**src/rtl/ple_pkg.sv**
```systemverilog
`timescale 1ns / 1ps
// Shared types and codes for the positional list engine.
// No dependencies; imported by every module of the block.
package ple_pkg;

    localparam int CAPACITY_DEF   = 64;
    localparam int DATA_WIDTH_DEF = 32;

    localparam int KIND_W = 4;
    localparam int POS_W  = 7;
    localparam int VAL_W  = 32;
    localparam int STAT_W = 2;
    localparam int OUT_W  = 7;

    localparam int QUEUE_DEPTH = 2;
    localparam int QPTR_W      = 1;
    localparam int QCNT_W      = 2;

    localparam logic [KIND_W-1:0] K_INS_FIRST  = 4'd0;
    localparam logic [KIND_W-1:0] K_INS_LAST   = 4'd1;
    localparam logic [KIND_W-1:0] K_INS_AT     = 4'd2;
    localparam logic [KIND_W-1:0] K_DEL_FIRST  = 4'd3;
    localparam logic [KIND_W-1:0] K_DEL_LAST   = 4'd4;
    localparam logic [KIND_W-1:0] K_DEL_AT     = 4'd5;
    localparam logic [KIND_W-1:0] K_FIND_FIRST = 4'd6;
    localparam logic [KIND_W-1:0] K_FIND_LAST  = 4'd7;
    localparam logic [KIND_W-1:0] K_COUNT_KEY  = 4'd8;
    localparam logic [KIND_W-1:0] K_COUNT      = 4'd9;
    localparam logic [KIND_W-1:0] K_REVERSE    = 4'd10;
    localparam logic [KIND_W-1:0] K_CLEAR      = 4'd11;

    localparam logic [STAT_W-1:0] ST_OK     = 2'd0;
    localparam logic [STAT_W-1:0] ST_EMPTY  = 2'd1;
    localparam logic [STAT_W-1:0] ST_BADPOS = 2'd2;
    localparam logic [STAT_W-1:0] ST_FULL   = 2'd3;

    typedef enum logic [3:0] {
        OP_NOP, OP_INS, OP_DEL, OP_FIND_FIRST, OP_FIND_LAST,
        OP_COUNT_KEY, OP_COUNT, OP_REV, OP_CLEAR
    } t_opc;

    typedef enum logic [1:0] {W_FIRST, W_LAST, W_AT} t_where;

    typedef struct packed {
        logic [KIND_W-1:0]       kind;
        logic [POS_W-1:0]        position;
        logic signed [VAL_W-1:0] value;
    } t_req;

    typedef struct packed {
        logic [STAT_W-1:0]       status;
        logic signed [VAL_W-1:0] removed_value;
        logic [OUT_W-1:0]        found_position;
        logic [OUT_W-1:0]        tally;
    } t_res;

    typedef struct packed {
        t_opc                    opc;
        t_where                  where;
        logic [POS_W-1:0]        position;
        logic signed [VAL_W-1:0] value;
    } t_op;

endpackage

```
**src/rtl/ple_front.sv**
```systemverilog
`timescale 1ns / 1ps
// Front stage: accepts requests and classifies them into operations.
// Depends on ple_pkg.
module ple_front (
    input  logic          i_clk,
    input  logic          i_rst_n,
    input  logic          i_req_valid,
    input  ple_pkg::t_req i_req,
    output logic          o_req_stall,
    output logic          o_op_valid,
    output ple_pkg::t_op  o_op,
    input  logic          i_op_stall
);
    import ple_pkg::*;

    logic r_valid;
    t_op  r_op;
    t_op  n_op;
    logic w_take;

    assign o_req_stall = r_valid && i_op_stall;
    assign w_take      = i_req_valid && !o_req_stall;
    assign o_op_valid  = r_valid;
    assign o_op        = r_op;

    always_comb begin
        n_op.position = i_req.position;
        n_op.value    = i_req.value;
        n_op.where    = W_AT;
        unique case (i_req.kind)
            K_INS_FIRST: begin n_op.opc = OP_INS; n_op.where = W_FIRST; end
            K_INS_LAST: begin n_op.opc = OP_INS; n_op.where = W_LAST; end
            K_INS_AT: begin n_op.opc = OP_INS; end
            K_DEL_FIRST: begin n_op.opc = OP_DEL; n_op.where = W_FIRST; end
            K_DEL_LAST: begin n_op.opc = OP_DEL; n_op.where = W_LAST; end
            K_DEL_AT: begin n_op.opc = OP_DEL; end
            K_FIND_FIRST: n_op.opc = OP_FIND_FIRST;
            K_FIND_LAST: n_op.opc = OP_FIND_LAST;
            K_COUNT_KEY: n_op.opc = OP_COUNT_KEY;
            K_COUNT: n_op.opc = OP_COUNT;
            K_REVERSE: n_op.opc = OP_REV;
            K_CLEAR: n_op.opc = OP_CLEAR;
            default: n_op.opc = OP_NOP;
        endcase
    end

    always_ff @(posedge i_clk) begin
        if (w_take) begin
            r_op <= n_op;
        end
        if (!i_rst_n) begin
            r_valid <= 1'b0;
        end else if (w_take) begin
            r_valid <= 1'b1;
        end else if (!i_op_stall) begin
            r_valid <= 1'b0;
        end
    end

endmodule

```
**src/rtl/ple_queue.sv**
```systemverilog
`timescale 1ns / 1ps
// Short operation queue between front and back stages.
// Depends on ple_pkg.
module ple_queue (
    input  logic         i_clk,
    input  logic         i_rst_n,
    input  logic         i_valid,
    input  ple_pkg::t_op i_op,
    output logic         o_stall,
    output logic         o_valid,
    output ple_pkg::t_op o_op,
    input  logic         i_stall
);
    import ple_pkg::*;

    t_op               r_mem [QUEUE_DEPTH];
    logic [QPTR_W-1:0] r_wp;
    logic [QPTR_W-1:0] r_rp;
    logic [QCNT_W-1:0] r_cnt;
    logic              w_push;
    logic              w_pop;

    assign o_stall = (r_cnt == QCNT_W'(QUEUE_DEPTH));
    assign o_valid = (r_cnt != '0);
    assign o_op    = r_mem[r_rp];
    assign w_push  = i_valid && !o_stall;
    assign w_pop   = o_valid && !i_stall;

    always_ff @(posedge i_clk) begin
        if (w_push) begin
            r_mem[r_wp] <= i_op;
        end
        if (!i_rst_n) begin
            r_wp  <= '0;
            r_rp  <= '0;
            r_cnt <= '0;
        end else begin
            if (w_push) begin
                r_wp <= r_wp + QPTR_W'(1);
            end
            if (w_pop) begin
                r_rp <= r_rp + QPTR_W'(1);
            end
            if (w_push && !w_pop) begin
                r_cnt <= r_cnt + QCNT_W'(1);
            end else if (w_pop && !w_push) begin
                r_cnt <= r_cnt - QCNT_W'(1);
            end
        end
    end

endmodule

```
**src/rtl/ple_back.sv**
```systemverilog
`timescale 1ns / 1ps
// Back stage: list memory, walk sequencer and result register.
// Depends on ple_pkg.
module ple_back #(
    parameter int CAPACITY   = ple_pkg::CAPACITY_DEF,
    parameter int DATA_WIDTH = ple_pkg::DATA_WIDTH_DEF
) (
    input  logic          i_clk,
    input  logic          i_rst_n,
    input  logic          i_op_valid,
    input  ple_pkg::t_op  i_op,
    output logic          o_op_stall,
    output logic          o_res_valid,
    output ple_pkg::t_res o_res,
    input  logic          i_res_stall
);
    import ple_pkg::*;

    localparam int AW = $clog2(CAPACITY);
    localparam int CW = $clog2(CAPACITY + 1);
    localparam int PW = ((CW > POS_W) ? CW : POS_W) + 1;

    typedef enum logic [2:0] {
        S_IDLE, S_RUN, S_FIN, S_RA, S_RB, S_RC, S_RD
    } t_state;

    logic [DATA_WIDTH-1:0] r_mem [CAPACITY];
    logic [DATA_WIDTH-1:0] r_rd;

    t_state                r_state,   n_state;
    logic [CW-1:0]         r_count,   n_count;
    logic [AW-1:0]         r_src,     n_src;
    logic [AW-1:0]         r_end,     n_end;
    logic [AW-1:0]         r_psrc,    n_psrc;
    logic [AW-1:0]         r_at,      n_at;
    logic [AW-1:0]         r_lo,      n_lo;
    logic [AW-1:0]         r_hi,      n_hi;
    logic                  r_up,      n_up;
    logic                  r_going,   n_going;
    logic                  r_pend,    n_pend;
    logic [DATA_WIDTH-1:0] r_tmp,     n_tmp;
    logic [DATA_WIDTH-1:0] r_removed, n_removed;
    logic [CW-1:0]         r_found,   n_found;
    logic [CW-1:0]         r_tally,   n_tally;
    t_op                   r_op,      n_op;
    logic                  r_ovalid,  n_ovalid;
    t_res                  r_res,     n_res;

    logic                  w_we;
    logic [AW-1:0]         w_waddr;
    logic [DATA_WIDTH-1:0] w_wdata;
    logic [AW-1:0]         w_raddr;
    logic                  w_take;
    logic [DATA_WIDTH-1:0] w_key;
    logic [PW-1:0]         w_pos;
    logic [PW-1:0]         w_cnt;
    logic [AW-1:0]         w_at;

    assign w_take      = i_op_valid && (r_state == S_IDLE) && (!r_ovalid || !i_res_stall);
    assign o_op_stall  = !((r_state == S_IDLE) && (!r_ovalid || !i_res_stall));
    assign o_res_valid = r_ovalid;
    assign o_res       = r_res;
    assign w_key       = DATA_WIDTH'(r_op.value);
    assign w_pos       = PW'(i_op.position);
    assign w_cnt       = PW'(r_count);

    always_ff @(posedge i_clk) begin
        if (w_we) begin
            r_mem[w_waddr] <= w_wdata;
        end
        r_rd <= r_mem[w_raddr];
    end

    always_comb begin
        n_state   = r_state;
        n_count   = r_count;
        n_src     = r_src;
        n_end     = r_end;
        n_psrc    = r_psrc;
        n_at      = r_at;
        n_lo      = r_lo;
        n_hi      = r_hi;
        n_up      = r_up;
        n_going   = r_going;
        n_pend    = r_pend;
        n_tmp     = r_tmp;
        n_removed = r_removed;
        n_found   = r_found;
        n_tally   = r_tally;
        n_op      = r_op;
        n_ovalid  = r_ovalid;
        n_res     = r_res;
        w_we      = 1'b0;
        w_waddr   = r_psrc;
        w_wdata   = r_rd;
        w_raddr   = r_src;
        w_at      = '0;

        if (r_ovalid && !i_res_stall) begin
            n_ovalid = 1'b0;
        end

        unique case (r_state)
            S_IDLE: begin
                if (w_take) begin
                    n_op      = i_op;
                    n_found   = '0;
                    n_tally   = '0;
                    n_removed = '0;
                    n_pend    = 1'b0;
                    n_res     = '0;
                    unique case (i_op.opc)
                        OP_INS: begin
                            if (i_op.where == W_FIRST) begin
                                w_at = '0;
                            end else if (i_op.where == W_LAST) begin
                                w_at = AW'(r_count);
                            end else begin
                                w_at = AW'(w_pos - PW'(1));
                            end
                            if (i_op.where == W_AT && (w_pos == '0 || w_pos > w_cnt + PW'(1))) begin
                                n_res.status = ST_BADPOS;
                                n_ovalid     = 1'b1;
                            end else if (r_count == CW'(CAPACITY)) begin
                                n_res.status = ST_FULL;
                                n_ovalid     = 1'b1;
                            end else begin
                                n_at = w_at;
                                if (CW'(w_at) == r_count) begin
                                    n_state = S_FIN;
                                end else begin
                                    n_src   = AW'(r_count - CW'(1));
                                    n_end   = w_at;
                                    n_up    = 1'b0;
                                    n_going = 1'b1;
                                    n_state = S_RUN;
                                end
                            end
                        end
                        OP_DEL: begin
                            if (i_op.where == W_FIRST) begin
                                w_at = '0;
                            end else if (i_op.where == W_LAST) begin
                                w_at = AW'(r_count - CW'(1));
                            end else begin
                                w_at = AW'(w_pos - PW'(1));
                            end
                            if (i_op.where != W_AT && r_count == '0) begin
                                n_res.status = ST_EMPTY;
                                n_ovalid     = 1'b1;
                            end else if (i_op.where == W_AT && (w_pos == '0 || w_pos > w_cnt)) begin
                                n_res.status = ST_BADPOS;
                                n_ovalid     = 1'b1;
                            end else begin
                                n_at    = w_at;
                                n_src   = w_at;
                                n_end   = AW'(r_count - CW'(1));
                                n_up    = 1'b1;
                                n_going = 1'b1;
                                n_state = S_RUN;
                            end
                        end
                        OP_FIND_FIRST, OP_FIND_LAST, OP_COUNT_KEY: begin
                            if (r_count == '0) begin
                                n_ovalid = 1'b1;
                            end else begin
                                n_src   = '0;
                                n_end   = AW'(r_count - CW'(1));
                                n_up    = 1'b1;
                                n_going = 1'b1;
                                n_state = S_RUN;
                            end
                        end
                        OP_COUNT: begin
                            n_res.tally = OUT_W'(r_count);
                            n_ovalid    = 1'b1;
                        end
                        OP_REV: begin
                            if (r_count > CW'(1)) begin
                                n_lo    = '0;
                                n_hi    = AW'(r_count - CW'(1));
                                n_state = S_RA;
                            end else begin
                                n_ovalid = 1'b1;
                            end
                        end
                        OP_CLEAR: begin
                            n_count  = '0;
                            n_ovalid = 1'b1;
                        end
                        default: n_ovalid = 1'b1;
                    endcase
                end
            end
            S_RUN: begin
                if (r_pend) begin
                    case (r_op.opc)
                        OP_INS: begin
                            w_we    = 1'b1;
                            w_waddr = r_psrc + AW'(1);
                        end
                        OP_DEL: begin
                            if (r_psrc == r_at) begin
                                n_removed = r_rd;
                            end else begin
                                w_we    = 1'b1;
                                w_waddr = r_psrc - AW'(1);
                            end
                        end
                        OP_FIND_FIRST: begin
                            if (r_rd == w_key && r_found == '0) begin
                                n_found = CW'(r_psrc) + CW'(1);
                            end
                        end
                        OP_FIND_LAST: begin
                            if (r_rd == w_key) begin
                                n_found = CW'(r_psrc) + CW'(1);
                            end
                        end
                        OP_COUNT_KEY: begin
                            if (r_rd == w_key) begin
                                n_tally = r_tally + CW'(1);
                            end
                        end
                        default: ;
                    endcase
                end
                if (r_going) begin
                    w_raddr = r_src;
                    n_pend  = 1'b1;
                    n_psrc  = r_src;
                    if (r_src == r_end) begin
                        n_going = 1'b0;
                    end else if (r_up) begin
                        n_src = r_src + AW'(1);
                    end else begin
                        n_src = r_src - AW'(1);
                    end
                end else begin
                    n_pend = 1'b0;
                end
                if (!r_going && !r_pend) begin
                    if (r_op.opc == OP_INS) begin
                        n_state = S_FIN;
                    end else begin
                        if (r_op.opc == OP_DEL) begin
                            n_count = r_count - CW'(1);
                        end
                        n_res.status         = ST_OK;
                        n_res.removed_value  = VAL_W'(r_removed);
                        n_res.found_position = OUT_W'(r_found);
                        n_res.tally          = OUT_W'(r_tally);
                        n_ovalid             = 1'b1;
                        n_state              = S_IDLE;
                    end
                end
            end
            S_FIN: begin
                w_we     = 1'b1;
                w_waddr  = r_at;
                w_wdata  = w_key;
                n_count  = r_count + CW'(1);
                n_ovalid = 1'b1;
                n_state  = S_IDLE;
            end
            S_RA: begin
                w_raddr = r_lo;
                n_state = S_RB;
            end
            S_RB: begin
                w_raddr = r_hi;
                n_tmp   = r_rd;
                n_state = S_RC;
            end
            S_RC: begin
                w_we    = 1'b1;
                w_waddr = r_lo;
                n_state = S_RD;
            end
            S_RD: begin
                w_we    = 1'b1;
                w_waddr = r_hi;
                w_wdata = r_tmp;
                n_lo    = r_lo + AW'(1);
                n_hi    = r_hi - AW'(1);
                if ((AW + 1)'(r_lo) + (AW + 1)'(2) < (AW + 1)'(r_hi)) begin
                    w_raddr = r_lo + AW'(1);
                    n_state = S_RB;
                end else begin
                    n_ovalid = 1'b1;
                    n_state  = S_IDLE;
                end
            end
            default: n_state = S_IDLE;
        endcase
    end

    always_ff @(posedge i_clk) begin
        r_src     <= n_src;
        r_end     <= n_end;
        r_psrc    <= n_psrc;
        r_at      <= n_at;
        r_lo      <= n_lo;
        r_hi      <= n_hi;
        r_up      <= n_up;
        r_tmp     <= n_tmp;
        r_removed <= n_removed;
        r_found   <= n_found;
        r_tally   <= n_tally;
        r_op      <= n_op;
        r_res     <= n_res;
        if (!i_rst_n) begin
            r_state  <= S_IDLE;
            r_count  <= '0;
            r_going  <= 1'b0;
            r_pend   <= 1'b0;
            r_ovalid <= 1'b0;
        end else begin
            r_state  <= n_state;
            r_count  <= n_count;
            r_going  <= n_going;
            r_pend   <= n_pend;
            r_ovalid <= n_ovalid;
        end
    end

endmodule

```
**src/rtl/positional_list_engine_top.sv**
```systemverilog
`timescale 1ns / 1ps
// Positional list engine: front stage, operation queue and back stage.
// Count, clear, bad and full requests are answered from idle without a list walk.
// Deletes and searches walk the list at one memory access per cycle; inserts shift
// the entries after the insertion point, then write the value; reverse swaps pairs.
// Throughput: the back stage runs one request at a time. Reset clears the entry count
// and handshake state; list memory is not cleared. Depends on ple_pkg and submodules.
module positional_list_engine_top #(
    parameter int CAPACITY   = ple_pkg::CAPACITY_DEF,
    parameter int DATA_WIDTH = ple_pkg::DATA_WIDTH_DEF
) (
    input  logic          i_clk,
    input  logic          i_rst_n,
    input  logic          i_req_valid,
    input  ple_pkg::t_req i_req,
    output logic          o_req_stall,
    output logic          o_res_valid,
    output ple_pkg::t_res o_res,
    input  logic          i_res_stall
);
    import ple_pkg::*;

    logic w_f_valid;
    t_op  w_f_op;
    logic w_f_stall;
    logic w_q_valid;
    t_op  w_q_op;
    logic w_q_stall;

    ple_front u_front (
        .i_clk       (i_clk),
        .i_rst_n     (i_rst_n),
        .i_req_valid (i_req_valid),
        .i_req       (i_req),
        .o_req_stall (o_req_stall),
        .o_op_valid  (w_f_valid),
        .o_op        (w_f_op),
        .i_op_stall  (w_f_stall)
    );

    ple_queue u_queue (
        .i_clk   (i_clk),
        .i_rst_n (i_rst_n),
        .i_valid (w_f_valid),
        .i_op    (w_f_op),
        .o_stall (w_f_stall),
        .o_valid (w_q_valid),
        .o_op    (w_q_op),
        .i_stall (w_q_stall)
    );

    ple_back #(
        .CAPACITY   (CAPACITY),
        .DATA_WIDTH (DATA_WIDTH)
    ) u_back (
        .i_clk       (i_clk),
        .i_rst_n     (i_rst_n),
        .i_op_valid  (w_q_valid),
        .i_op        (w_q_op),
        .o_op_stall  (w_q_stall),
        .o_res_valid (o_res_valid),
        .o_res       (o_res),
        .i_res_stall (i_res_stall)
    );

endmodule

```
**config.mk**
```make
export PLATFORM = sky130hd
export DESIGN_NAME = positional_list_engine_top
export DESIGN_NICKNAME = d
export VERILOG_FILES = /design/src/rtl/ple_pkg.sv /design/src/rtl/ple_front.sv /design/src/rtl/ple_queue.sv /design/src/rtl/ple_back.sv /design/src/rtl/positional_list_engine_top.sv
export SDC_FILE = /design/constraint.sdc
export NUM_CORES = 2
export LEC_CHECK = 0
export ABC_AREA = 1
export BUFFER_PORTS_ARGS = -buffer_cell sky130_fd_sc_hd__buf_2
export CORE_MARGIN = 5
export CORE_UTILIZATION = 25
export CTS_CLUSTER_SIZE = 20
export DETAILED_ROUTE_END_ITERATION = 8
export PLACE_DENSITY = 0.4
export SLEW_MARGIN = 40
export SYNTH_ARGS = -nofsm -noshare
export SYNTH_HDL_FRONTEND = slang
export SYNTH_SLANG_ARGS = --single-unit
export TNS_END_PERCENT = 1
```
**constraint.sdc**
```tcl
create_clock -name i_clk -period 5.28 [get_ports i_clk]
set_input_delay 0.264 -clock i_clk [delete_from_list [all_inputs] [get_ports i_clk]]
set_output_delay 0.264 -clock i_clk [all_outputs]
set_load 0.02 [all_outputs]
```
### Yosys cells after proc, flatten, opt, wreduce, memory -nomap -nowiden

Memory sizes are Yosys's and may differ from the RTL's. A register that Yosys moved wholly into a read port is not among the register bits.
Index checks and enable logic that the tools add are counted.

* add/sub/neg operators: 17
* $lt $le $gt $ge: 4
* equal/unequal tests: 71
* mux-type cells: 135
* reduce and logical (&&, ||, !) cells: 59

Operators with widths (number)
* 6-bit 2-to-1 mux: 34
* 48-bit 2-to-1 mux: 3
* 32-bit 2-to-1 mux: 4
* 32-bit one-hot mux with 2 select lines: 2
* 48-bit one-hot mux with 2 select lines: 1
* 7-bit 2-to-1 mux: 13
* 6-bit one-hot mux with 2 select lines: 5
* 6-bit one-hot mux with 3 select lines: 3
* 7-bit one-hot mux with 2 select lines: 3
* 4-bit by 3-bit == test with 1-bit output (second input constant): 10
* 1-bit 2-to-1 mux: 35
* 32-bit == test: 1
* 4-bit one-hot mux with 8 select lines: 1
* 2-bit inequality test (second input constant): 14
* 3-bit 2-to-1 mux: 9
* 9-bit AND reduction: 3
* 4-bit by 2-bit == test with 1-bit output (second input constant): 6
* 3-bit inequality test (second input constant): 8
* 6-bit one-hot mux with 4 select lines: 1
* 6-bit by 1-bit subtractor with 6-bit output (second input constant): 4
* 7-bit one-hot mux with 3 select lines: 1
* 4-bit == test (second input constant): 5
* 6-bit by 1-bit adder with 6-bit output (second input constant): 3
* 3-bit one-hot mux with 6 select lines: 1
* 49 further kinds: 116

* flip-flop bits (word level): 262
* RAM bits: 2138
* input bits: 47
* output and inout bits: 50
* logic and storage cells: 318
* memories: 2

Memory list
* u_back.r_mem: words 64, width 32, rd ports 1, clocked after Yosys merged registers in 1, write ports 1, RTL line ple_back.sv:27 `logic [DATA_WIDTH-1:0] r_mem [CAPACITY];`
* u_queue.r_mem: words 2, width 45, rd ports 1, clocked after Yosys merged registers in 1, write ports 1, RTL line ple_queue.sv:16 `t_op r_mem [QUEUE_DEPTH];`

### Depth between registers and ports, before layout

* depth after elaboration: 13
* depth in mapped cells: 25
* mapped depth without buffers: 23

### Hierarchy

Synthesis repeated with hierarchy kept, for this count alone.

* cell total of the unflattened synthesis: 9445
* area total of the unflattened synthesis: 105493.7 µm²

Modules (own cells, without submodules)
* ple_back: instances 1, cells each 9185, area an instance 100269.9 µm², seq. area each 68375.6 µm²
* ple_queue: instances 1, cells each 177, area an instance 3697.3 µm², seq. area each 2802.7 µm²
* ple_front: instances 1, cells each 83, area an instance 1526.5 µm², seq. area each 1371.3 µm²

### Least setup slack after synthesis

OpenSTA, ideal clock, no wires.

* path type: reg2reg
* start point: register u_back.r_state[0]
* end point: memory u_back.r_mem[0][10] in the netlist's numbering (data pin)
* library setup time: 0.702 ns
* arrival: 3.258 ns
* required time: 4.578 ns
* slack: 1.321 ns
* stages on the path, launching flop included: 4
* buffers on the path: 1
* clock period less this slack: 3.959 ns
* cell sequence: dfxtp_1 nor2_4 clkbuf_1 o21ai_0

* cells in the longest elaborated chain, start to end: 2
* elaborated cells between the ends (all ways): 3
* classes of those cells: eq/ne: 2; mux: 1

RTL lines
* start, declared: RTL line ple_back.sv:30 `t_state r_state, n_state;`
* start signal, assigned: RTL line ple_back.sv:319 `r_state <= n_state;`
* 3-bit == test / 3-bit by 2-bit == test with 1-bit output (equally long branches): RTL line ple_back.sv:103 `unique case (r_state)`
* 32-bit one-hot mux with 2 select lines *: RTL line ple_back.sv:103
* named net u_back.w_wdata[10]: RTL line ple_back.sv:51 `logic [DATA_WIDTH-1:0] w_wdata;`
* end, declared: RTL line ple_back.sv:27

The timed path passes the listed nets; every way through them passes the cells marked *.

### Final worst setup path

* start point: register u_back.r_lo[2]
* end point: register u_back.r_rd[24], read port of u_back.r_mem

* cells in the longest elaborated chain, start to end: 4
* elaborated cells between the ends (all ways): 5
* classes of those cells: add/sub: 2; order compare: 1; mux: 2

RTL lines
* start, declared: RTL line ple_back.sv:36 `logic [AW-1:0] r_lo, n_lo;`
* start signal, assigned: RTL line ple_back.sv:303 `r_lo <= n_lo;`
* 6-bit by 2-bit adder with 7-bit output: RTL line ple_back.sv:286 `if ((AW + 1)'(r_lo) + (AW + 1)'(2) < (AW + 1)'(r_hi)) begin`
* 7-bit by 6-bit less-than comparator with 1-bit output: RTL line ple_back.sv:286
* 6-bit 2-to-1 mux: RTL line ple_back.sv:286
* 6-bit one-hot mux with 3 select lines *: RTL line ple_back.sv:103
* end, declared: RTL line ple_back.sv:28 `logic [DATA_WIDTH-1:0] r_rd;`

Mark *: on every way between the ends. The rest lies on a longest branch, timed or not.
A chain may end at the register's enable or synchronous reset.

==> results.toml <==
[placed_design]
gp_congestion = 0.849
numPortBuffers = 96
dpl_cell_area_um2 = 115000
dpl.hpwl_um = 227000
dp_cells = 14900

[worst_setup_path]
crit_buf_inv = 2
crit_arrival_ps = 5990
crit_type = "reg2reg"
cp_max_fo = 71
crit_family = "simple AND/OR/NAND/NOR gates"
crit_required_ps = 6110
reg2reg_to = "u_back.r_rd[24]"
crit_chain = "ha_1 -> nand2_1 -> nor2_1 -> xor2_1 -> ha_1 -> nand2_1 -> nand2_1 -> nor2_1 -> nand2_1 -> nand2_1 -> nand2_1 -> a21oi_4 -> buf_12 -> buf_16 -> nand3_1 -> nand3_1 -> nand3_1 -> nand3_1 -> nand3_1 -> nand2_1"
ff2ff_setup_slack_ps = 110
crit_top_cell = "nand2_1"
end_kind = "flip-flop"
max_stage_delay_ps = 600
cp-start-kind = "flip-flop"
cpMaxStageDelayCell = "nand3_1"
rr_worst_depth = 20
timing.rr.start = "u_back.r_lo[2]"

[routing]
wl_um = 384000
drt_pass1_iterations = 8
detail-route-antenna-nets = 0
num_vias = 73600
drt-initial-drc-count = 6674
route.detailed.wl_per_inst_um = 24.7
via_per_inst = 4.74
drc = 2

[clocking]
numCtsBuffers = 290
root_buffer = "clkbuf_16"
cts_tree = "done"
clk_latency_ps = 930
cts.sinks = 2433
cts_max_path_buffers = 4
cts_setup_buffers = 0
path_clk_slew_ps = 60
cts-htree-levels = 5

[pwr]
ir_drop_v = 0.000317
p_per_area_nw_per_um2 = 582
power_leakage_nw = 47.4

[die]
pin_count = 97
die_w_um = 659
dieArea_um2 = 434000
start_util_pct = 25.1
coreArea_um2 = 420000
die_h_um = 659
rows = 238

[grt]
grt_max_degree = 127
gr-total-overflow = 0
grt_pass1_wl_um = 545000
grtUsageTotal_pct = 17.1
grt_pass1_vias = 72000
antenna_found_initial = 19

[synth]
synthesis.instances = 9578
synth.area.mux_share_pct = 0.00951
synth_cell_types = 54
synth_area_per_cell_um2 = 11.0
synthTopCellsByArea = "edfxtp_1 (68%), nand3_1 (11%), nand2_1 (8.2%)"
synthSimpleGateAreaFrac_pct = 22.8
synth_nets = 9660
async_reset_ff_share_pct = 0
synth_seq_area_share_pct = 68.9
yosysWarnings = 0
synth_top_area_cell = "edfxtp_1"
synthXorXnorAreaFrac_pct = 0.366
synth_edf_count = 2382
syn-cell-area_um2 = 105000
ys_ff_latch = 2433
synth_compound_area_share_pct = 1.44
yosys_most_used_dff = "edfxtp_1"
synth_fa_ha_area_share_pct = 0.423
synth_top_family_by_area = "simple AND/OR/NAND/NOR gates"
synth_top_area_share_pct = 68.0

[sta]
finalHoldViolCount = 0
slew_headroom_pct = 41.2
finalClockSkew_ps = 68.7
period_share_pct = 97.8
rsz0062_at_grt = "true"
fin_crit_ps = 5170
worst_pin_slew_ps = 878
final-setup-viol-count = 0
fmax_ghz = 0.194
slew_viol_final = 0
finalSetupTns_ps = 0

[worst_hold_path]
holdCritStartpoint = "i_req[10]"
hold_end = "u_front.o_op[10]"
holdCritPathClass = "in2reg"
hold_depth = 2

[final_layout]
fin_cells = 15500
seqCellArea_um2 = 72600
nets = 9875
most-common-layout-cells = "edfxtp_1 (2382), nand2_1 (2297), nand3_1 (2227)"
drive_above_1_share_pct = 9.73
fillers = 42800
multiInputGateArea_um2 = 27400
area_growth_syn_to_layout_pct = 19.0
fin_area_um2 = 125000
layout_commonest_cell = "edfxtp_1"

[outcome]
violations = "DRC"
status = "complete, but fails checks"

[run]
drv_cap = 0
==> worst register-to-register path, stage by stage (launching register included) <==
cell      delay [ps]
edfxtp_1         430
ha_1             210
nand2_1          100
nor2_1           190
xor2_1           240
ha_1             280
nand2_1           70
nand2_1           50
nor2_1           150
nand2_1          130
nand2_1          110
nand2_1          270
a21oi_4          490
buf_12           320
buf_16           570
nand3_1          150
nand3_1          100
nand3_1          120
nand3_1          240
nand3_1          600
nand2_1          240
==> routing by layer <==
metal | vias up | wire length (µm) | track usage (%)
met5 | - | 18 | 0
met4 | 2 | 11300 | 4.74
met3 | 499 | 19800 | 2.20
met2 | 2139 | 183000 | 28.5
met1 | 37500 | 170000 | 23.3
li1 | 33500 | - | -
==> kinds of logic after synthesis <==
| group | Yosys count |
|---|---|
| buffers and inverters | 1606 |
| AOI/OAI and AO/OA | 246 |
| DFF | 2433 |
| xor gates and xnor gates | 44 |
| muxes | 1 |
| and+or+nand+nor | 5213 |
| adders and majority gates | 35 |
==> power breakdown <==
| part | total, W | switching (W) | internal (W) |
|---|---|---|---|
| registers | 0.0266 | 0.00108 | 0.0256 |
| clock network | 0.0194 | 0.00822 | 0.0112 |
| logic | 0.0268 | 0.0202 | 0.00655 |
==> sequential cells by signal, indices dropped and copies added (netlist names), 7 cells and up, named ones only <==
signal / count
u_back.r_tmp: 32
u_queue.r_mem: 90
u_back.r_tally: 7
u_back.r_removed: 32
u_back.r_rd: 32
u_front.o_op: 45
u_back.r_mem: 2048
u_back.o_res: 48
u_back.r_count: 7
u_back.w_key: 32
u_back.r_found: 7
==> metrics by stage <==
step	hold WS (ps)	power (W)	utilization, %	setup WS (ps)
finish	77.9	0.0728	29.8	115
global route	27.8	0.0761	29.8	-84.8
CTS	1.87	0.0737	29.8	6.62
detailed placement	433	0.0540	27.5	26.5
global placement	424	0.0537	27.4	-133
floorplan	363	0.0401	-	1320
==> Yosys cell counts (9+ instances only) <==
master	count
nand3_1	2233
a22oi_1	18
ha_1	34
xnor2_1	24
buf_1	78
xor2_1	20
dfxtp_1	51
o22ai_1	13
a31oi_1	9
inv_1	995
nor3_1	14
edfxtp_1	2382
clkbuf_1	276
nor4_1	10
nand2_1	2297
inv_2	10
buf_2	239
nor2_1	237
o21ai_0	88
a21oi_1	56
o221ai_1	19
nand4_1	11
nand3b_1	386
==> how the worst max path moves through the flow <==
| stage | from | end | slack (ps) | depth (start not counted) |
|---|---|---|---|---|
| floorplan | u_back.r_state[0] | u_back.r_mem[0][10] | 1320 | 3 |
| global placement | u_back.r_lo[2] | u_back.r_rd[10] | -130 | 20 |
| detailed placement | u_back.r_lo[2] | u_back.r_rd[10] | 30 | 20 |
| CTS | u_back.r_lo[2] | u_back.r_rd[6] | 7 | 20 |
| global route | u_back.r_lo[2] | u_back.r_rd[21] | -80 | 20 |
| finish | u_back.r_lo[2] | u_back.r_rd[24] | 110 | 20 |
==> repair_timing <==
item,in CTS,in global routing
endpoints found under the hold margin,64,0
hold buffers,77,0
pin swaps,0,0
setup endpoints to repair,2,13
resized for setup,2,5
==> area by class of cell <==
cell class                      instances  area share, %
Antenna cell                            6         0.0120
Tap cell                             5520           5.52
Inverter                             1008           3.04
Multi-Input combinational cell       5539           21.9
Clock inverter                        135          0.933
Clock buffer                          385           6.27
Sequential cell                      2433           57.9
Timing Repair Buffer                  521           4.38
Power figures use the tool's default switching activity.
